**config.mk**
```make
export PLATFORM = sky130hd
export DESIGN_NAME = pad_edge_to_midi_notes
export DESIGN_NICKNAME = d
export VERILOG_FILES = /design/src/hw/rtl/pemn_pkg.sv /design/src/hw/rtl/pemn_front.sv /design/src/hw/rtl/pemn_queue.sv /design/src/hw/rtl/pemn_back.sv /design/src/hw/rtl/pad_edge_to_midi_notes.sv
export VERILOG_INCLUDE_DIRS = /design/src /design/src/hw/rtl
export SDC_FILE = /design/constraint.sdc
export NUM_CORES = 1
export LEC_CHECK = 0
export ABC_AREA = 1
export ABC_CLOCK_PERIOD_IN_PS = 11600
export BUFFER_PORTS_ARGS = -buffer_cell sky130_fd_sc_hd__buf_2
export CORE_MARGIN = 3
export CORE_UTILIZATION = 30
export DETAILED_ROUTE_END_ITERATION = 16
export PLACE_DENSITY = 0.52
export SKIP_CTS_REPAIR_TIMING = 1
export SYNTH_ARGS = -nofsm -noshare
export SYNTH_HDL_FRONTEND = slang
export SYNTH_SLANG_ARGS = --single-unit
```
**constraint.sdc**
```tcl
create_clock -name clk -period 11.6 [get_ports clk]
set_input_delay 2.9 -clock clk [delete_from_list [all_inputs] [get_ports clk]]
set_output_delay 2.9 -clock clk [all_outputs]
set_load 0.005 [all_outputs]
```
**src/hw/rtl/pad_edge_to_midi_notes_assert.svh**
```systemverilog
// Assertion macros shared by the pad edge to MIDI note block.
// Used by the top level only; no other dependencies.
`ifndef PAD_EDGE_TO_MIDI_NOTES_ASSERT_SVH
`define PAD_EDGE_TO_MIDI_NOTES_ASSERT_SVH

`ifndef SYNTHESIS

// Same-cycle implication, checked at every rising edge outside reset.
`define PEMN_ASSERT_IMPL(name, clk, rst_n, ante, cons, msg) \
    name: assert property (@(posedge clk) disable iff (!rst_n) (ante) |-> (cons)) \
        else $error(msg);

// Next-cycle implication, checked at every rising edge outside reset.
`define PEMN_ASSERT_NEXT(name, clk, rst_n, ante, cons, msg) \
    name: assert property (@(posedge clk) disable iff (!rst_n) (ante) |=> (cons)) \
        else $error(msg);

// Invariant that holds at every rising edge outside reset.
`define PEMN_ASSERT_ALWAYS(name, clk, rst_n, expr, msg) \
    name: assert property (@(posedge clk) disable iff (!rst_n) (expr)) \
        else $error(msg);

`else

`define PEMN_ASSERT_IMPL(name, clk, rst_n, ante, cons, msg)
`define PEMN_ASSERT_NEXT(name, clk, rst_n, ante, cons, msg)
`define PEMN_ASSERT_ALWAYS(name, clk, rst_n, expr, msg)

`endif

`endif

```
**src/hw/rtl/pemn_pkg.sv**
```systemverilog
// Package for the pad edge to MIDI note block: widths, codes, types, scale tables.
// No dependencies; used by every module of the block.
package pemn_pkg;

    localparam int PAD_W        = 8;
    localparam int IDX_W        = 3;
    localparam int NOTE_W       = 7;
    localparam int CHAN_W       = 4;
    localparam int TONE_W       = 4;
    localparam int OCT_W        = 3;
    localparam int CFG_DATA_W   = 56;
    localparam int CFG_IDX_W    = 3;
    localparam int OFS_W        = 4;
    localparam int NUM_PADS_DEF = 8;

    // Scan queue between front and back.
    localparam int Q_DEPTH = 2;
    localparam int Q_AW    = 1;
    localparam int Q_CNT_W = 2;

    localparam logic [NOTE_W-1:0] SCALE_VELOCITY = 7'd120;
    localparam logic [OCT_W-1:0]  OCTAVE_RESET   = 3'd1;

    // Configuration register indexes.
    typedef enum logic [CFG_IDX_W-1:0] {
        CFG_PLAY_MODE       = 3'd0,
        CFG_TONALITY        = 3'd1,
        CFG_OCTAVE          = 3'd2,
        CFG_CHANNEL         = 3'd3,
        CFG_DRUM_NOTES      = 3'd4,
        CFG_DRUM_VELOCITIES = 3'd5
    } cfg_index_t;

    // Tonality codes.
    localparam logic [TONE_W-1:0] TONE_CHROMATIC = 4'd0;
    localparam logic [TONE_W-1:0] TONE_C_MAJOR   = 4'd1;
    localparam logic [TONE_W-1:0] TONE_G_MAJOR   = 4'd2;
    localparam logic [TONE_W-1:0] TONE_D_MAJOR   = 4'd3;
    localparam logic [TONE_W-1:0] TONE_A_MAJOR   = 4'd4;
    localparam logic [TONE_W-1:0] TONE_A_MINOR   = 4'd5;
    localparam logic [TONE_W-1:0] TONE_D_MINOR   = 4'd6;
    localparam logic [TONE_W-1:0] TONE_G_MINOR   = 4'd7;
    localparam logic [TONE_W-1:0] TONE_C_MINOR   = 4'd8;
    localparam logic [TONE_W-1:0] TONE_G_BLUES   = 4'd9;
    localparam logic [TONE_W-1:0] TONE_E_BLUES   = 4'd10;

    // Scale families that share one interval pattern.
    typedef enum logic [1:0] {
        SCALE_CHROMATIC,
        SCALE_MAJOR,
        SCALE_MINOR,
        SCALE_BLUES
    } scale_t;

    // Cumulative offsets from the base note, one entry per pad.
    localparam logic [OFS_W-1:0] MAJOR_OFS [PAD_W] = '{4'd0, 4'd2, 4'd4, 4'd5,
                                                      4'd7, 4'd9, 4'd11, 4'd12};
    localparam logic [OFS_W-1:0] MINOR_OFS [PAD_W] = '{4'd0, 4'd2, 4'd3, 4'd5,
                                                      4'd7, 4'd8, 4'd10, 4'd12};
    localparam logic [OFS_W-1:0] BLUES_OFS [PAD_W] = '{4'd0, 4'd3, 4'd5, 4'd6,
                                                      4'd7, 4'd10, 4'd12, 4'd15};

    typedef struct packed {
        logic                  play_mode;
        logic [TONE_W-1:0]     tonality;
        logic [OCT_W-1:0]      octave;
        logic [CHAN_W-1:0]     channel;
        logic [CFG_DATA_W-1:0] drum_notes;
        logic [CFG_DATA_W-1:0] drum_velocities;
    } cfg_t;

    // One scan that changed at least one pad.
    typedef struct packed {
        logic [PAD_W-1:0] changes;
        logic [PAD_W-1:0] levels;
    } scan_t;

    typedef struct packed {
        logic               full;
        logic               empty;
        logic [Q_CNT_W-1:0] count;
    } q_status_t;

    typedef struct packed {
        logic              is_note_on;
        logic [IDX_W-1:0]  pad_index;
        logic [NOTE_W-1:0] note_number;
        logic [NOTE_W-1:0] velocity;
        logic [CHAN_W-1:0] midi_channel;
        logic              last_event;
    } event_t;

    // Family of a tonality code; codes past the list play chromatic.
    function automatic scale_t scale_of(input logic [TONE_W-1:0] t);
        scale_t s;
        s = SCALE_CHROMATIC;
        if (t >= TONE_C_MAJOR && t <= TONE_A_MAJOR)
            s = SCALE_MAJOR;
        else if (t >= TONE_A_MINOR && t <= TONE_C_MINOR)
            s = SCALE_MINOR;
        else if (t == TONE_G_BLUES || t == TONE_E_BLUES)
            s = SCALE_BLUES;
        return s;
    endfunction

    // Base note of a tonality at octave one.
    function automatic logic [NOTE_W-1:0] tone_base(input logic [TONE_W-1:0] t);
        logic [NOTE_W-1:0] b;
        unique case (t)
            TONE_G_MAJOR, TONE_G_MINOR, TONE_G_BLUES: b = 7'd31;
            TONE_D_MAJOR, TONE_D_MINOR:               b = 7'd26;
            TONE_A_MAJOR, TONE_A_MINOR:               b = 7'd33;
            TONE_E_BLUES:                             b = 7'd28;
            default:                                  b = 7'd24;
        endcase
        return b;
    endfunction

    // Offset of a pad from the base note.
    function automatic logic [OFS_W-1:0] scale_offset(input scale_t s,
                                                      input logic [IDX_W-1:0] pad);
        logic [OFS_W-1:0] o;
        unique case (s)
            SCALE_MAJOR: o = MAJOR_OFS[pad];
            SCALE_MINOR: o = MINOR_OFS[pad];
            SCALE_BLUES: o = BLUES_OFS[pad];
            default:     o = OFS_W'(pad);
        endcase
        return o;
    endfunction

endpackage

```
**src/hw/rtl/pemn_front.sv**
```systemverilog
// Front end: accepts pad scans, primes on the first one, finds changed pads.
// Depends on pemn_pkg; pushes scans with changes into pemn_queue.
module pemn_front #(
    parameter int NUM_PADS = pemn_pkg::NUM_PADS_DEF
) (
    input  logic                        clk,
    input  logic                        rst_n,
    input  logic                        push,
    input  logic [pemn_pkg::PAD_W-1:0]  pad_levels,
    input  pemn_pkg::q_status_t         q_status,
    output logic                        q_push,
    output pemn_pkg::scan_t             q_wdata
);

    localparam logic [pemn_pkg::PAD_W-1:0] PAD_MASK =
        (NUM_PADS >= pemn_pkg::PAD_W) ? {pemn_pkg::PAD_W{1'b1}}
                                      : pemn_pkg::PAD_W'((1 << NUM_PADS) - 1);

    logic [pemn_pkg::PAD_W-1:0] prev_reg;
    logic [pemn_pkg::PAD_W-1:0] prev_next;
    logic                       primed_reg;
    logic                       primed_next;
    logic [pemn_pkg::PAD_W-1:0] levels;
    logic                       accept;

    // Classify the incoming word against the stored levels.
    always_comb
    begin
        accept          = push && !q_status.full;
        levels          = pad_levels & PAD_MASK;
        prev_next       = accept ? levels : prev_reg;
        primed_next     = primed_reg || accept;
        q_wdata.levels  = levels;
        q_wdata.changes = levels ^ prev_reg;
        q_push          = accept && primed_reg && (q_wdata.changes != '0);
    end

    // Stored levels and the primed flag.
    always_ff @(posedge clk or negedge rst_n)
    begin
        if (!rst_n)
        begin
            prev_reg   <= '0;
            primed_reg <= 1'b0;
        end
        else
        begin
            prev_reg   <= prev_next;
            primed_reg <= primed_next;
        end
    end

endmodule

```
**src/hw/rtl/pemn_queue.sv**
```systemverilog
// Short queue of changed scans between the front and the back end.
// Depends on pemn_pkg for the scan type and the depth constants.
module pemn_queue (
    input  logic                clk,
    input  logic                rst_n,
    input  logic                wr_en,
    input  pemn_pkg::scan_t     wdata,
    input  logic                rd_en,
    output pemn_pkg::scan_t     rdata,
    output pemn_pkg::q_status_t status
);

    pemn_pkg::scan_t                   mem_reg [pemn_pkg::Q_DEPTH];
    logic [pemn_pkg::Q_AW-1:0]         wr_ptr_reg;
    logic [pemn_pkg::Q_AW-1:0]         wr_ptr_next;
    logic [pemn_pkg::Q_AW-1:0]         rd_ptr_reg;
    logic [pemn_pkg::Q_AW-1:0]         rd_ptr_next;
    logic [pemn_pkg::Q_CNT_W-1:0]      count_reg;
    logic [pemn_pkg::Q_CNT_W-1:0]      count_next;
    logic                              do_wr;
    logic                              do_rd;

    // Pointer and fill count update.
    always_comb
    begin
        status.count = count_reg;
        status.full  = (count_reg == pemn_pkg::Q_CNT_W'(pemn_pkg::Q_DEPTH));
        status.empty = (count_reg == '0);
        do_wr        = wr_en && !status.full;
        do_rd        = rd_en && !status.empty;
        wr_ptr_next  = do_wr ? wr_ptr_reg + 1'b1 : wr_ptr_reg;
        rd_ptr_next  = do_rd ? rd_ptr_reg + 1'b1 : rd_ptr_reg;
        count_next   = count_reg;
        if (do_wr && !do_rd)
            count_next = count_reg + 1'b1;
        else if (do_rd && !do_wr)
            count_next = count_reg - 1'b1;
        rdata        = mem_reg[rd_ptr_reg];
    end

    // Storage; entries need no reset.
    always_ff @(posedge clk)
    begin
        if (do_wr)
            mem_reg[wr_ptr_reg] <= wdata;
    end

    always_ff @(posedge clk or negedge rst_n)
    begin
        if (!rst_n)
        begin
            wr_ptr_reg <= '0;
            rd_ptr_reg <= '0;
            count_reg  <= '0;
        end
        else
        begin
            wr_ptr_reg <= wr_ptr_next;
            rd_ptr_reg <= rd_ptr_next;
            count_reg  <= count_next;
        end
    end

endmodule

```
**src/hw/rtl/pemn_back.sv**
```systemverilog
// Back end: walks a scan's changed pads, lowest first, one note event a cycle unless stalled.
// Depends on pemn_pkg; reads scans from pemn_queue and current configuration.
module pemn_back (
    input  logic                clk,
    input  logic                rst_n,
    input  pemn_pkg::cfg_t      cfg,
    input  pemn_pkg::scan_t     q_rdata,
    input  logic                q_empty,
    output logic                q_pop,
    input  logic                ev_take,
    output logic                ev_valid,
    output pemn_pkg::event_t    ev
);

    logic [pemn_pkg::PAD_W-1:0]  pend_reg;
    logic [pemn_pkg::PAD_W-1:0]  pend_next;
    logic [pemn_pkg::PAD_W-1:0]  lev_reg;
    logic [pemn_pkg::PAD_W-1:0]  lev_next;
    logic                        out_valid_reg;
    logic                        out_valid_next;
    pemn_pkg::event_t            ev_reg;
    pemn_pkg::event_t            ev_next;

    logic                        busy;
    logic                        src_valid;
    logic [pemn_pkg::PAD_W-1:0]  src_changes;
    logic [pemn_pkg::PAD_W-1:0]  src_levels;
    logic [pemn_pkg::PAD_W-1:0]  remaining;
    logic [pemn_pkg::IDX_W-1:0]  idx;
    logic                        advance;
    logic [pemn_pkg::NOTE_W-1:0] drum_note [pemn_pkg::PAD_W];
    logic [pemn_pkg::NOTE_W-1:0] drum_vel  [pemn_pkg::PAD_W];
    pemn_pkg::scale_t            scale;
    logic [pemn_pkg::PAD_W-1:0]  base;
    logic [pemn_pkg::PAD_W-1:0]  scale_note;
    logic [pemn_pkg::NOTE_W-1:0] note;
    logic [pemn_pkg::NOTE_W-1:0] vel;

    // Pick the next changed pad, from the held scan or the queue head.
    always_comb
    begin
        busy        = (pend_reg != '0);
        src_valid   = busy || !q_empty;
        src_changes = busy ? pend_reg : q_rdata.changes;
        src_levels  = busy ? lev_reg : q_rdata.levels;
        idx         = '0;
        for (int i = pemn_pkg::PAD_W - 1; i >= 0; i--)
        begin
            if (src_changes[i])
                idx = pemn_pkg::IDX_W'(i);
        end
        remaining = src_changes & (src_changes - 1'b1);
        advance   = src_valid && (!out_valid_reg || ev_take);
        q_pop     = advance && !busy;
    end

    // Note and velocity of the selected pad from the current registers.
    always_comb
    begin
        for (int p = 0; p < pemn_pkg::PAD_W; p++)
        begin
            drum_note[p] = cfg.drum_notes[p*pemn_pkg::NOTE_W +: pemn_pkg::NOTE_W];
            drum_vel[p]  = cfg.drum_velocities[p*pemn_pkg::NOTE_W +: pemn_pkg::NOTE_W];
        end
        scale = pemn_pkg::scale_of(cfg.tonality);
        // Base plus twelve per octave above one; every tone base is at least 24.
        base = pemn_pkg::PAD_W'(pemn_pkg::tone_base(cfg.tonality))
             + pemn_pkg::PAD_W'({cfg.octave, 3'b000})
             + pemn_pkg::PAD_W'({cfg.octave, 2'b00})
             - pemn_pkg::PAD_W'(12);
        scale_note = base + pemn_pkg::PAD_W'(pemn_pkg::scale_offset(scale, idx));
        if (cfg.play_mode)
        begin
            note = drum_note[idx];
            vel  = drum_vel[idx];
        end
        else
        begin
            note = scale_note[pemn_pkg::NOTE_W-1:0];
            vel  = pemn_pkg::SCALE_VELOCITY;
        end
    end

    // Next output word and walker state.
    always_comb
    begin
        pend_next      = pend_reg;
        lev_next       = lev_reg;
        ev_next        = ev_reg;
        out_valid_next = out_valid_reg;
        if (advance)
        begin
            pend_next            = remaining;
            lev_next             = src_levels;
            out_valid_next       = 1'b1;
            ev_next.is_note_on   = src_levels[idx];
            ev_next.pad_index    = idx;
            ev_next.note_number  = note;
            ev_next.velocity     = src_levels[idx] ? vel : '0;
            ev_next.midi_channel = cfg.channel;
            ev_next.last_event   = (remaining == '0);
        end
        else if (ev_take)
        begin
            out_valid_next = 1'b0;
        end
        ev_valid = out_valid_reg;
        ev       = ev_reg;
    end

    // Output word payload needs no reset.
    always_ff @(posedge clk)
    begin
        ev_reg  <= ev_next;
        lev_reg <= lev_next;
    end

    always_ff @(posedge clk or negedge rst_n)
    begin
        if (!rst_n)
        begin
            pend_reg      <= '0;
            out_valid_reg <= 1'b0;
        end
        else
        begin
            pend_reg      <= pend_next;
            out_valid_reg <= out_valid_next;
        end
    end

endmodule

```
**src/hw/rtl/pad_edge_to_midi_notes.sv**
```systemverilog
// Top level of the pad edge to MIDI note block: configuration registers and wiring.
// Depends on pemn_pkg, pemn_front, pemn_queue, pemn_back and the assertion header.
//
//  Channel   Signals                                      Direction
//  -------   -------------------------------------------  ---------
//  scans     push, full, pad_levels                       in
//  events    empty, pop, is_note_on, pad_index,           out
//            note_number, velocity, midi_channel,
//            last_event
//  config    cfg_we, cfg_index, cfg_data                  in
//
// A scan is taken while the queue is not full; each changed pad then becomes one event,
// so a scan with changes yields one to eight events, held by the single-event output register.
// The first event of a scan passes through the scan queue and then the output register.
// A two-entry scan queue lets scans arrive while events wait on pop.
// Reset clears the stored levels and the primed flag; the first scan only primes.
`include "pad_edge_to_midi_notes_assert.svh"

module pad_edge_to_midi_notes #(
    parameter int NUM_PADS = pemn_pkg::NUM_PADS_DEF
) (
    input  logic                             clk,
    input  logic                             rst_n,
    // Scan input
    input  logic                             push,
    output logic                             full,
    input  logic [pemn_pkg::PAD_W-1:0]       pad_levels,
    // Event output
    output logic                             empty,
    input  logic                             pop,
    output logic                             is_note_on,
    output logic [pemn_pkg::IDX_W-1:0]       pad_index,
    output logic [pemn_pkg::NOTE_W-1:0]      note_number,
    output logic [pemn_pkg::NOTE_W-1:0]      velocity,
    output logic [pemn_pkg::CHAN_W-1:0]      midi_channel,
    output logic                             last_event,
    // Configuration
    input  logic                             cfg_we,
    input  logic [pemn_pkg::CFG_IDX_W-1:0]   cfg_index,
    input  logic [pemn_pkg::CFG_DATA_W-1:0]  cfg_data
);

    pemn_pkg::cfg_t      cfg_reg;
    pemn_pkg::cfg_t      cfg_next;
    pemn_pkg::q_status_t q_status;
    pemn_pkg::scan_t     q_wdata;
    pemn_pkg::scan_t     q_rdata;
    pemn_pkg::event_t    ev;
    logic                q_push;
    logic                q_pop;
    logic                ev_valid;
    logic                ev_take;

    // Configuration register writes.
    always_comb
    begin
        cfg_next = cfg_reg;
        if (cfg_we)
        begin
            unique case (cfg_index)
                pemn_pkg::CFG_PLAY_MODE:
                    cfg_next.play_mode = cfg_data[0];
                pemn_pkg::CFG_TONALITY:
                    cfg_next.tonality = cfg_data[pemn_pkg::TONE_W-1:0];
                pemn_pkg::CFG_OCTAVE:
                    cfg_next.octave = cfg_data[pemn_pkg::OCT_W-1:0];
                pemn_pkg::CFG_CHANNEL:
                    cfg_next.channel = cfg_data[pemn_pkg::CHAN_W-1:0];
                pemn_pkg::CFG_DRUM_NOTES:
                    cfg_next.drum_notes = cfg_data;
                pemn_pkg::CFG_DRUM_VELOCITIES:
                    cfg_next.drum_velocities = cfg_data;
                default:
                    cfg_next = cfg_reg;
            endcase
        end
    end

    always_ff @(posedge clk or negedge rst_n)
    begin
        if (!rst_n)
        begin
            cfg_reg.play_mode       <= 1'b0;
            cfg_reg.tonality        <= pemn_pkg::TONE_CHROMATIC;
            cfg_reg.octave          <= pemn_pkg::OCTAVE_RESET;
            cfg_reg.channel         <= '0;
            cfg_reg.drum_notes      <= '0;
            cfg_reg.drum_velocities <= '0;
        end
        else
        begin
            cfg_reg <= cfg_next;
        end
    end

    // Front end: edge detection and priming.
    pemn_front #(
        .NUM_PADS (NUM_PADS)
    ) u_front (
        .clk        (clk),
        .rst_n      (rst_n),
        .push       (push),
        .pad_levels (pad_levels),
        .q_status   (q_status),
        .q_push     (q_push),
        .q_wdata    (q_wdata)
    );

    // Queue of scans with changes.
    pemn_queue u_queue (
        .clk    (clk),
        .rst_n  (rst_n),
        .wr_en  (q_push),
        .wdata  (q_wdata),
        .rd_en  (q_pop),
        .rdata  (q_rdata),
        .status (q_status)
    );

    // Back end: one note event per changed pad.
    pemn_back u_back (
        .clk      (clk),
        .rst_n    (rst_n),
        .cfg      (cfg_reg),
        .q_rdata  (q_rdata),
        .q_empty  (q_status.empty),
        .q_pop    (q_pop),
        .ev_take  (ev_take),
        .ev_valid (ev_valid),
        .ev       (ev)
    );

    // Port drive.
    assign full         = q_status.full;
    assign empty        = !ev_valid;
    assign ev_take      = pop && ev_valid;
    assign is_note_on   = ev.is_note_on;
    assign pad_index    = ev.pad_index;
    assign note_number  = ev.note_number;
    assign velocity     = ev.velocity;
    assign midi_channel = ev.midi_channel;
    assign last_event   = ev.last_event;

    // Checks on the queue fill and the event sequence of one scan.
    `PEMN_ASSERT_ALWAYS(a_queue_bound, clk, rst_n, (q_status.count <= pemn_pkg::Q_CNT_W'(pemn_pkg::Q_DEPTH)), "scan queue over its depth")
    `PEMN_ASSERT_IMPL(a_off_zero_vel, clk, rst_n, (!empty && !is_note_on), (velocity == '0), "note-off with nonzero velocity")
    `PEMN_ASSERT_NEXT(a_pad_order, clk, rst_n, (pop && !empty && !last_event), (!empty && (pad_index > $past(pad_index))), "events of a scan out of pad order")

endmodule
```
## Word-level counts from Yosys, hierarchy flattened

Memories as Yosys holds them, arrays and structs flattened.
Index checks and enable logic that the tools add are counted.
Widths: inputs -> output; s select.

- $add $sub $neg: 9
- Magnitude comparators: 6
- Equality and inequality tests: 11
- Muxes and demuxes: 36
- Bitwise logic cells: 3
- Reduce and logical (&&, ||, !) cells: 36

Operators with widths:

| operator | count |
|---|---|
| $bmux 7 s3 | 2 |
| $mux 7 | 6 |
| $mux 3 | 8 |
| $mux 4 | 6 |
| $mux 8 | 2 |
| $reduce_bool 8->1 | 2 |
| $reduce_and 2->1 | 7 |
| $logic_and 1x1->1 | 12 |
| $pmux 4 s3 | 1 |
| $mux 2 | 5 |
| $and 8x8->8 | 1 |
| $eq 4x4->1 const B | 2 |
| $logic_not 8->1 | 1 |
| $sub 8x1->8 const B | 1 |
| $xor 8x8->8 | 1 |
| $add 7x4->7 | 1 |
| $add 7x5->7 | 1 |
| $add 7x6->7 | 1 |
| $sub 7x4->7 const B | 1 |
| $eq 2x2->1 const B | 3 |
| $eq 3x2->1 const B | 2 |
| $eq 3x3->1 const B | 2 |
| $logic_not 1->1 | 6 |
| $mux 1 | 5 |
| 17 further kinds | 22 |

- Flip-flop bits (word level): 177
- Bits in writable memories: 32
- Memory bits (read-only): 192
- Bits of input ports: 72
- Memories: 5

Memory list:

| name | words | bits a word | rd ports | clocked after memory_dff | wr ports | RTL line | text |
|---|---|---|---|---|---|---|---|
| (no name shown) | 16 | 6 | 1 | 0 | 0 | pemn_pkg.sv:109 | `unique case (t)` |
| (no name shown) | 8 | 4 | 1 | 0 | 0 | pemn_pkg.sv:126 | `SCALE_BLUES: o = BLUES_OFS[pad];` |
| (no name shown) | 8 | 4 | 1 | 0 | 0 | pemn_pkg.sv:125 | `SCALE_MINOR: o = MINOR_OFS[pad];` |
| (no name shown) | 8 | 4 | 1 | 0 | 0 | pemn_pkg.sv:124 | `SCALE_MAJOR: o = MAJOR_OFS[pad];` |
| u_queue.mem_reg | 2 | 16 | 1 | 0 | 1 | pemn_queue.sv:13 | `pemn_pkg::scan_t mem_reg [pemn_pkg::Q_DEPTH];` |

## Logic depth before layout (Yosys ltp)

Gate-level depths: netlist of run 1.

- Word-level depth: 17
- Mapped depth: 33
- Gate-level depth less buffers: 31

## Cells and area by module

Synthesis of run 1 repeated with hierarchy kept, for this count alone.

- Cell total of the unflattened synthesis: 1,376
- Area total of the unflattened synthesis: 10,994.3 sq um

Modules (own cells, without submodules):

| module | instances | cells an instance | area an instance (sq um) |
|---|---|---|---|
| pad_edge_to_midi_notes | 1 | 549 | 4,874.7 |
| pemn_back | 1 | 624 | 4,125.2 |
| pemn_queue | 1 | 115 | 1,402.6 |
| pemn_front | 1 | 88 | 591.8 |

## Worst setup path before layout of run 1

Ideal clock, no wire load.

- Path kind: input to register
- From: in pop
- To: reg u_queue.count_reg[1] in the netlist's numbering
- Data arrival time: 5.292 ns
- Slack: 6.177 ns
- Cell stages on the path: 7
- Path buffers: 0
- Path through: nor2_1 nor2_1 nand2_1 ha_1 a21oi_1 o21ai_0 xor2_1

- Cells in the longest elaborated chain, start to end: 8
- Elaborated cells between the ends (all ways): 10
- Classes of those cells: 1 x mux; 9 x reduce/logical

RTL lines:

| what | RTL line | text |
|---|---|---|
| start: declaration | pad_edge_to_midi_notes.sv:30 | `input logic pop,` |
| $logic_and 1x1->1 * | pad_edge_to_midi_notes.sv:136 | `assign ev_take = pop && ev_valid;` |
| $logic_or 1x1->1 * | pemn_back.sv:53 | `advance = src_valid && (!out_valid_reg \|\| ev_take);` |
| $logic_and 1x1->1 * | pemn_back.sv:53 |  |
| named net u_back.advance | pemn_back.sv:30 | `logic advance;` |
| $logic_and 1x1->1 * | pemn_back.sv:54 | `q_pop = advance && !busy;` |
| $logic_and 1x1->1 * | pemn_queue.sv:30 | `do_rd = rd_en && !status.empty;` |
| $logic_not 1->1 | pemn_queue.sv:34 | `if (do_wr && !do_rd)` |
| $logic_and 1x1->1 | pemn_queue.sv:34 |  |
| $mux 2 or $reduce_bool 2->1 (tied branches) | n/a |  |
| end signal: assignment | pemn_queue.sv:60 | `count_reg <= count_next;` |
| end: declaration | pemn_queue.sv:18 | `logic [pemn_pkg::Q_CNT_W-1:0] count_reg;` |

Mark *: on every way through the listed nets, which the timed path passes. The rest lies on a longest branch.
A chain may end at the register's enable or synchronous reset.

## Worst setup path after layout of run 1

- From: reg u_back.pend_reg[6] in the netlist's numbering
- To: reg u_back.ev_reg (netlist bit u_back.ev[18]) (data pin)

- Cells in the longest elaborated chain, start to end: 17
- Elaborated cells between the ends (all ways): 26
- Classes of those cells: 1 x add/sub; 20 x mux; 1 x bitwise; 1 x reduce/logical; 3 x memory

RTL lines:

| what | RTL line | text |
|---|---|---|
| start: declaration | pemn_back.sv:15 | `logic [pemn_pkg::PAD_W-1:0] pend_reg;` |
| start signal: assignment | pemn_back.sv:127 | `pend_reg <= pend_next;` |
| $reduce_bool 8->1 | pemn_back.sv:42 | `busy = (pend_reg != '0);` |
| $mux 8 * | pemn_back.sv:44 | `src_changes = busy ? pend_reg : q_rdata.changes;` |
| $mux 3 (7 in a row) | pemn_back.sv:49 | `if (src_changes[i])` |
| $mux 3 * | pemn_back.sv:49 |  |
| $not 3->4 (implied by the code) | n/a |  |
| $mem_v2 8x4, on equally long branches | n/a |  |
| $mux 4, on equally long branches (2 in a row) | pemn_pkg.sv:126, pemn_pkg.sv:124, pemn_pkg.sv:125 |  |
| $pmux 4 s3 | pemn_pkg.sv:123 | `unique case (s)` |
| $add 7x4->7 | pemn_back.sv:71 | `scale_note = base + pemn_pkg::PAD_W'(pemn_pkg::scale_offset(scale, idx));` |
| $mux 7 * | pemn_back.sv:72 | `if (cfg.play_mode)` |
| named net u_back.note (one bit) | pemn_back.sv:36 | `logic [pemn_pkg::NOTE_W-1:0] note;` |
| end signal: assignment | pemn_back.sv:114 | `ev_reg <= ev_next;` |
| end: declaration | pemn_back.sv:21 | `pemn_pkg::event_t ev_reg;` |

Mark *: on every way through the listed nets, which the timed path passes. The rest lies on a longest branch. The select of a mux whose other input is x is not followed.

==> flow_metrics.tcl, run 1 <==
set metrics [dict create \
    port_buffers 96 \
    track_usage_pct 14.2 \
    cp-end-kind "flop" \
    cp-start-kind "flop" \
    multi_input_area_um2 3910 \
    cts_sinks 208 \
    synthArstFlopShare_pct 69.7 \
    antenna_found_initial 0 \
    ant_nets 0 \
    finalCritPeriodShare_pct 56.0 \
    postLayoutCellArea_um2 12000 \
    setup-violations-final 0 \
    cts-htree-levels 1 \
    reg2reg_slack_ns 5.11 \
    n_antenna_cell 0 \
    grt_pass1_vias 7738 \
    finClkSkew_ns 0.0115 \
    vias 7869 \
    fin_setup_tns_ns 0 \
    timing.fmax_mhz 154 \
    synth.yosys.seq_area_share_pct 53.5 \
    drv_slew 0 \
    synth_cell_types 44 \
    synth_area_um2 10300 \
    cp.arrival_ns 6.76 \
    pin_count 97 \
    final_cell_count_no_fill 1733 \
    firstDrtPassIters 5 \
    core_um2 33700 \
    die_area_um2 36700 \
    place_congestion 0.830 \
    drt_drc_violations_left 0 \
    grt_pass1_wl_um 41900 \
    insertion_delay_ns 0.52 \
    holdWs_ns 0.451 \
    cts.clk_slew.worst_paths_ns 0.06 \
    ys_warn_count 0 \
    cts_root_buf "clkbuf_16" \
    finalWirelength_um 26200 \
    placed_cell_area_um2 11100 \
    num-nets-final 1367 \
    rows 67 \
    vias_per_cell 4.54 \
    synth_edf_count 63 \
    tightest_slew_ns 1.10 \
    layout_min_cycle_time_ns 6.49 \
    clk_path_buf_depth 3 \
    cts_tree "done" \
    postSynthAreaPerCell_um2 8.62 \
    register_area_um2 5520 \
    synthToLayoutAreaGrowth_pct 15.9 \
    cts_buffers 24 \
    synthCells 1198 \
    grt_max_degree 113 \
    relSlewSlack_pct 26.6 \
    initial_core_util_pct 30.6 \
    hold_class "flop to flop" \
    ys.flop_type "dfrtp_1" \
    dp.cells 1689 \
    cp.required_ns 11.87 \
    fp.dieH_um 192 \
    overflow 0 \
    drive_gt1_share_pct 14.6 \
    synth.net_count 1298 \
    status "completed" \
    rsz0062_at_grt "false" \
    crit_fanout 46 \
    die_w_um 192 \
    hold_viol_final 0 \
    largest_reg_flops 124 \
    hpwlAfterDp_um 18200 \
    drv_cap 0 \
    wire_per_inst_um 15.1 \
    dr.first_iter.drc_count 586 \
    path_class "flop to flop" \
    nFillCells 3564 \
    synth-seq-cells 208 \
]
==> critical path: stages (launching register included) <==
cell,delay (ns)
dfrtp_1,0.40
nor2_1,0.15
nand2_1,0.11
nor2_2,0.59
nand2_2,0.74
nand2_1,0.37
inv_1,0.13
nand2_2,0.43
inv_2,0.35
ha_1,0.40
inv_1,0.07
nor2_1,0.06
o311ai_0,0.30
o21ai_0,0.15
ha_1,0.32
fa_1,0.48
inv_1,0.07
ha_1,0.17
inv_1,0.06
fa_1,0.36
inv_1,0.09
a21oi_1,0.07
nor2_1,0.09
nor2_1,0.05
xor2_1,0.13
nand2_1,0.06
nand2_1,0.05
==> per-stage QoR <==
step / util, % / worst slack [ns]
floorplan: - / 6.18
global placement: 33.1 / 5.19
detailed placement: 33.1 / 5.10
CTS: 35.5 / 5.07
global route: 35.5 / 4.43
finish: 35.5 / 5.11
==> cells in the final DEF (no fill, tap or decap), drive strengths merged, types with 23 or more instances in the layout <==
| master | n |
|---|---|
| nand2 | 331 |
| inv | 173 |
| o21ai | 155 |
| dfrtp | 144 |
| buf | 98 |
| nand3 | 73 |
| nor2 | 65 |
| edfxtp | 63 |
| clkbuf | 34 |
| nand3b | 27 |
| ha | 23 |
==> synthesized netlist by cell type, types with 2 or more instances <==
cell	number	share of area [%]
nor2_2	2	0.12
clkbuf_1	31	1.1
nor2_1	61	2.2
nand2_2	7	0.42
nand3_1	73	3.5
dfrtp_1	144	35
ha_1	23	2.8
nand2_1	322	12
o211ai_1	3	0.22
nand2_4	2	0.22
o21ai_1	4	0.19
edfxtp_1	63	18
a31oi_1	7	0.42
inv_2	6	0.22
mux2_2	8	0.87
xor2_1	11	0.93
o211ai_2	3	0.36
a21oi_2	3	0.25
a22oi_1	2	0.15
a21oi_1	17	0.82
buf_4	5	0.36
buf_6	4	0.44
or2_2	11	0.67
buf_2	14	0.68
inv_1	166	6.0
nor4_1	2	0.12
a21o_1	2	0.15
nor2_4	2	0.22
nand3b_1	27	2.0
fa_1	5	0.97
xnor2_1	2	0.17
o21ai_0	151	7.3
nor3_1	4	0.19
==> cell families after synthesis <==
group                    Yosys count  share of synthesized area (%)
AO/OA/AOI/OAI                    199                           10.4
XOR/XNOR                          13                           1.10
adder cells (fa/ha/maj)           28                           3.76
buffers and inverters            228                           8.93
flip-flops                       208                           53.5
multiplexers                       8                          0.872
AND/OR/NAND/NOR                  514                           21.4
==> per-layer routing <==
metal | global-route usage [%] | part of all wire [%]
met2 | 23.3 | 47
met5 | 0 | 0
met3 | 1.85 | 4.8
met1 | 20.1 | 47
met4 | 3.36 | 1.9
==> final timing paths <==
check                                               startpoint                  endpoint  depth (start not counted)
worst max-delay path            u_back.pend_reg[6]$_DFFE_PN0P_   u_back.ev[18]$_DFFE_PP_                         26
worst min-delay path                  cfg_reg[113]$_DFFE_PN0P_    u_back.ev[2]$_DFFE_PP_                          0
worst max register to register  u_back.pend_reg[6]$_DFFE_PN0P_   u_back.ev[18]$_DFFE_PP_                         26
worst min register to register        cfg_reg[113]$_DFFE_PN0P_    u_back.ev[2]$_DFFE_PP_                          0
max in group asynchronous                                rst_n  cfg_reg[112]$_DFFE_PN0P_                          2
min in group asynchronous                                rst_n   cfg_reg[46]$_DFFE_PN0P_                          1
==> layout make-up <==
cell class                      instances  share of cell area [%]
Inverter                              173                    5.43
Timing Repair Buffer                   98                    4.19
Clock buffer                           34                    6.02
Sequential cell                       208                    46.1
Clock inverter                         10                   0.899
Multi-Input combinational cell        762                    32.6
Tap cell                              448                    4.68
Power of run 1 is left out: the tool's default activity adds up to more than one toggle a clock period on the data nets, which glitch-free logic cannot reach.
==> inputs of run 2 (changes only) <==
- ABC_AREA: 1 -> 0
- ABC_CLOCK_PERIOD_IN_PS: 11600 -> 6600
- clock period: 11.6 -> 6.6 ns (I/O delays scaled with it)
==> run 2 against run 1 <==
Cell area shrank 1.7%. Die area shrank 3.0%. Flip-flop and latch count is the same. Utilization grew 0.45 points. Sequential share of layout area grew 0.82 points. Clock-buffer cell count grew 1. Maximum frequency grew 16%. Clock skew is essentially flat. Routed wire length shrank 7.2%. Non-clock buffer count grew 9. Critical endpoint unchanged. Largest cell class unchanged.
==> flow_metrics.tcl, run 2 <==
set metrics [dict create \
    grt_max_degree 97 \
    pin_count 97 \
    synth_edf_count 63 \
    synthArstFlopShare_pct 69.7 \
    cts_buffers 24 \
    clk_path_buf_depth 3 \
    cts.clk_slew.worst_paths_ns 0.06 \
    antenna_found_initial 1 \
    ir_drop_mv 0.410 \
    final_cell_mix "146 x mux2_2, 144 x dfrtp_1, 95 x buf_2" \
    layout_min_cycle_time_ns 5.61 \
    cp-end-kind "flop" \
    wire_per_inst_um 18.2 \
    crit_family "compound AO/OA/AOI/OAI gates" \
    setup-violations-final 0 \
    use_met2_pct 21.9 \
    synth.yosys.seq_area_share_pct 55.2 \
    die_area_um2 35600 \
    fin_setup_tns_ns 0 \
    grt_pass1_vias 6609 \
    overflow 0 \
    slowest_stage "dfrtp_1" \
    die_w_um 189 \
    crit_top_cell "inv_1" \
    place_ws_ns 1.02 \
    cp-start-kind "flop" \
    final_cell_count_no_fill 1335 \
    cts-htree-levels 1 \
    cp.required_ns 6.83 \
    top_usage_layer "met2" \
    finalCritPeriodShare_pct 85.0 \
    critPathBufInv 5 \
    hpwlAfterDp_um 17100 \
    crit_fanout 22 \
    core_um2 32700 \
    synth_most_common_cell "mux2_2" \
    synth.area.top_cells "dfrtp_1 36%, edfxtp_1 19%, mux2_2 16%" \
    holdWs_ns 0.440 \
    drv_slew 0 \
    total_leakage_power_nw 4.90 \
    crit_chain "or3b_2, a41oi_1, o21a_1, inv_2, ha_1, a22oi_1, o21ai_0, a222oi_1, o31ai_1, ha_1, inv_1, fa_1, inv_1, ha_1, inv_1, fa_1, inv_1, a21o_1, a21oi_1, xnor2_1, nor2_1, a31oi_1" \
    fp.dieH_um 189 \
    drv_cap 0 \
    drt_drc_violations_left 0 \
    cts_sinks 208 \
    finClkSkew_ns 0.0116 \
    postSynthAreaPerCell_um2 12.8 \
    synth_top_area_share_pct 36.0 \
    status "completed" \
    cts_root_buf "clkbuf_16" \
    initial_core_util_pct 30.6 \
    ys.flop_type "dfrtp_1" \
    ant_nets 0 \
    path_class "flop to flop" \
    num-nets-final 975 \
    use_met3_pct 1.99 \
    track_usage_pct 13.6 \
    grt_pass1_wl_um 38700 \
    cp_slowest_stage_delay_ns 0.83 \
    relSlewSlack_pct 35.8 \
    layout_commonest_cell "mux2_2" \
    synth.net_count 881 \
    synth_cell_types 70 \
    synthCells 781 \
    synth_area_um2 10000 \
    dr.first_iter.drc_count 296 \
    port_buffers 96 \
    vias 6412 \
    insertion_delay_ns 0.52 \
    tightest_slew_ns 0.963 \
    timing.fmax_mhz 178 \
    finalWirelength_um 24300 \
    vias_per_cell 4.80 \
    cp.arrival_ns 5.84 \
    synth-seq-cells 208 \
    drive_gt1_share_pct 34.9 \
    n_antenna_cell 0 \
    hold_viol_final 0 \
    dp.cells 1291 \
    rsz0062_at_grt "false" \
    synth_common_cells "146 x mux2_2, 144 x dfrtp_1, 63 x edfxtp_1, 45 x nand2_1, 38 x o21ai_0" \
    synthToLayoutAreaGrowth_pct 17.5 \
    cts_tree "done" \
    rows 66 \
    grt_use_met1_pct 19.5 \
    synth_area_leader_cell "dfrtp_1" \
    nFillCells 3281 \
    place_congestion 0.818 \
    hold_class "flop to flop" \
    largest_reg_flops 124 \
    ys_warn_count 0 \
    layout_setup_ws_ns 0.991 \
    p_per_area_nw_per_um2 595 \
    totalPowerFinal_mw 7.00 \
    firstDrtPassIters 5 \
]
run 2: cell types whose count changed after synthesis, sizes merged, moves of 11 or more:
cell / delta
or2: -11
mux2: +138
mux2i: +25
nor2: -42
o21ai: -116
buf: -12
nand3: -47
nand3b: -27
nand2: -286
inv: -136
run 2: logic make-up after synthesis:
group / Yosys count / share of synthesized area (%)
XOR/XNOR: 18 / 1.58
adder cells (fa/ha/maj): 29 / 3.98
buffers and inverters: 75 / 3.06
multiplexers: 177 / 20.3
AO/OA/AOI/OAI: 138 / 9.15
flip-flops: 208 / 55.2
AND/OR/NAND/NOR: 136 / 6.78
run 2: path summary, 6_finish.rpt:
check                                               start                  endpoint  slack (ns)  depth (start not counted)
hold / removal                   cfg_reg[114]$_DFFE_PN0P_    u_back.ev[3]$_DFFE_PP_        0.44                          0
hold reg to reg                  cfg_reg[114]$_DFFE_PN0P_    u_back.ev[3]$_DFFE_PP_        0.44                          0
setup / recovery           u_queue.rd_ptr_reg$_DFFE_PN0P_   u_back.ev[18]$_DFFE_PP_        0.99                         22
max in group asynchronous                           rst_n  cfg_reg[100]$_DFFE_PN0P_        4.12                          2
min in group asynchronous                           rst_n   cfg_reg[68]$_DFFE_PN0P_        1.25                          1
setup reg to reg           u_queue.rd_ptr_reg$_DFFE_PN0P_   u_back.ev[18]$_DFFE_PP_        0.99                         22
run 2: power breakdown:
part           total, mW  switching [mW]  internal [mW]
Clock               1.33           0.531          0.798
Sequential          2.06           0.228           1.84
Combinational       3.60            2.12           1.48
Total               7.00            2.88           4.11
run 2: through the flow:
step / instance area, um2 / util, %
2_1_floorplan: 10000 / -
3_3_place_gp: 11000 / 33.5
3_5_place_dp: 11000 / 33.5
4_1_cts: 11800 / 36.0
5_1_grt: 11800 / 36.0
6_report: 11800 / 36.0
run 2: per-layer routing:
layer / routed length (um) / share of wire [%]
met5: 7 / 0.029
met4: 571 / 2.3
met3: 781 / 3.2
met2: 11300 / 46
met1: 11600 / 48
run 2: layout make-up:
| type | count | area [um2] | share of cell area, % |
|---|---|---|---|
| clock buffers | 35 | 683 | 5.81 |
| clock inverters | 9 | 106 | 0.904 |
| inverters | 36 | 138 | 1.17 |
| multi-input cells | 498 | 4190 | 35.6 |
| flip-flops and latches | 208 | 5520 | 47.0 |
| well taps | 442 | 553 | 4.70 |
| repair buffers | 107 | 569 | 4.84 |
No activity file was read; power rests on OpenSTA's default activity.
==> inputs of run 3 (changes only) <==
- ABC_CLOCK_PERIOD_IN_PS: 6600 -> 5050
- PLACE_DENSITY: 0.52 -> 0.54
- clock period: 6.6 -> 5.05 ns (I/O delays scaled with it)
==> run 3 against run 2 <==
Total power increased by 40%. Die area stayed put. First-iteration DRC count rose by 16%. Clock skew up 0.0032 ns. Non-clock buffer count is 22 higher. Sequential power increased by 29%. Routed wire length rose by 2.4%. Clock power grew 44%. Cell area up 2.9%. Sequential share of layout area decreased by 1.3 points.
==> flow_metrics.tcl, run 3 (synthesis results as in run 2) <==
set metrics [dict create \
    cts.clk_slew.worst_paths_ns 0.06 \
    fin_setup_tns_ns 0 \
    pwr-share-seq_pct 27.2 \
    holdWs_ns 0.441 \
    slowest_stage "or4_4" \
    crit_family "compound AO/OA/AOI/OAI gates" \
    wire_per_inst_um 18.3 \
    hpwlAfterDp_um 17400 \
    pin_count 97 \
    finalCritPeriodShare_pct 94.9 \
    total_leakage_power_nw 5.08 \
    hold_viol_final 0 \
    p_comb_share_pct 53.3 \
    cts_buffers 25 \
    swShare_pct 41.2 \
    firstDrtPassIters 4 \
    overflow 0 \
    p_sw_mw 4.03 \
    clkPwrFrac_pct 19.5 \
    p_per_area_nw_per_um2 810 \
    drive_gt1_share_pct 39.1 \
    cts-htree-levels 1 \
    status "completed" \
    critPathBufInv 5 \
    finClkSkew_ns 0.0148 \
    track_usage_pct 14.0 \
    cts_root_buf "clkbuf_16" \
    port_buffers 96 \
    cp-start-kind "flop" \
    drv_slew 0 \
    insertion_delay_ns 0.54 \
    ir_drop_mv 0.596 \
    ant_nets 0 \
    finalWirelength_um 24900 \
    layout_commonest_cell "mux2_2" \
    cp.required_ns 5.31 \
    crit_fanout 4 \
    initial_core_util_pct 30.6 \
    synthToLayoutAreaGrowth_pct 20.9 \
    core_um2 32700 \
    n_antenna_cell 0 \
    antenna_found_initial 0 \
    relSlewSlack_pct 34.5 \
    crit_top_cell "inv_1" \
    vias_per_cell 4.84 \
    final_cell_mix "146 x mux2_2, 143 x dfrtp_1, 95 x buf_2" \
    cts_sinks 208 \
    timing.fmax_mhz 209 \
    cp_slowest_stage_delay_ns 0.59 \
    grt_pass1_wl_um 39500 \
    setup-violations-final 0 \
    place_congestion 0.818 \
    num-nets-final 998 \
    intPower_mw 5.77 \
    drv_cap 0 \
    cp.arrival_ns 5.05 \
    largest_reg_flops 124 \
    cp-end-kind "flop" \
    die_area_um2 35600 \
    layout_min_cycle_time_ns 4.79 \
    crit_chain "or4_4, o41ai_1, o21a_2, inv_2, ha_1, a22oi_2, o21ai_1, a222oi_1, o31ai_1, ha_2, inv_2, fa_1, inv_1, ha_2, inv_1, fa_2, inv_1, a21o_1, a21oi_1, xnor2_1, nor2_1, a31oi_1" \
    cts_tree "done" \
    tightest_slew_ns 0.977 \
    drt_drc_violations_left 0 \
    fin_util_pct 37.0 \
    die_w_um 189 \
    grt_pass1_vias 6813 \
    grt_max_degree 97 \
    clk_path_buf_depth 3 \
    dr.first_iter.drc_count 344 \
    rows 66 \
    hold_class "flop to flop" \
    path_class "flop to flop" \
    fp.dieH_um 189 \
    vias 6575 \
]
==> run 3: cell types whose count changed in the layout (fill, tap and decap cells not counted), moves of 3 or more <==
cell / delta
buf_4: +21
clkbuf_1: -7
clkinv_1: -4
clkinv_2: +5
ha_1: -3
inv_6: +3
==> run 3: metrics by stage <==
stage / cells / power (mW) / worst slack (ns) / area [um2]
3_5_place_dp: 1308 / 7.78 / 0.0382 / 11100
6_report: 1359 / 9.80 / 0.259 / 12100
5_1_grt: 1359 / 10.6 / -0.0202 / 12100
3_3_place_gp: 1308 / 7.75 / 0.138 / 11100
4_1_cts: 1354 / 9.76 / 0.0186 / 12000
2_1_floorplan: 781 / 6.20 / 0.0237 / 10000
==> run 3: path summary, 6_finish.rpt <==
| path | from | end | cells after the start | slack, ns |
|---|---|---|---|---|
| max | u_back.pend_reg[5]$_DFFE_PN0P_ | u_back.ev[18]$_DFFE_PP_ | 22 | 0.26 |
| min | u_front.primed_reg$_DFF_PN0_ | u_front.primed_reg$_DFF_PN0_ | 2 | 0.44 |
| min reg2reg | u_front.primed_reg$_DFF_PN0_ | u_front.primed_reg$_DFF_PN0_ | 2 | 0.44 |
| max reg2reg | u_back.pend_reg[5]$_DFFE_PN0P_ | u_back.ev[18]$_DFFE_PP_ | 22 | 0.26 |
| min in group asynchronous | rst_n | cfg_reg[68]$_DFFE_PN0P_ | 1 | 0.87 |
| max in group asynchronous | rst_n | cfg_reg[97]$_DFFE_PN0P_ | 2 | 3.23 |
==> run 3: area by class of cell <==
cell class / count / area [um2]
Sequential cell: 208 / 5520
Clock buffer: 30 / 696
Clock inverter: 16 / 195
Multi-Input combinational cell: 498 / 4250
Timing Repair Buffer: 129 / 738
Inverter: 36 / 140
Tap cell: 442 / 553
Fill cell: 3254 / 20600
==> run 3: worst reg2reg max path: cells and delay by family, from the launching register on <==
family	cells	cell delay, ns
DFF	1	0.38
adders and majority gates	5	1.36
and+or+nand+nor	2	0.70
xor gates and xnor gates	1	0.13
AOI/OAI and AO/OA	9	1.62
buffers and inverters	5	0.33
==> run 3: power groups by stage <==
stage / sequential [mW] / clock [mW] / combinational, mW
after detailed placement: 2.70 / 0 / 5.09
after global routing: 2.73 / 2.03 / 5.81
after CTS: 2.67 / 1.96 / 5.12
after floorplan: 2.59 / 0 / 3.60
final: 2.66 / 1.91 / 5.22
after global placement: 2.70 / 0 / 5.05
==> run 3: metal layers <==
layer | share of wire [%] | up-vias | track usage [%] | wire (um)
met2 | 47 | 138 | 22.6 | 11600
met1 | 47 | 3271 | 19.5 | 11800
li1 | - | 3128 | - | -
met5 | 0 | - | 0 | 0
met3 | 4.0 | 38 | 2.51 | 986
met4 | 1.9 | 0 | 3.18 | 485
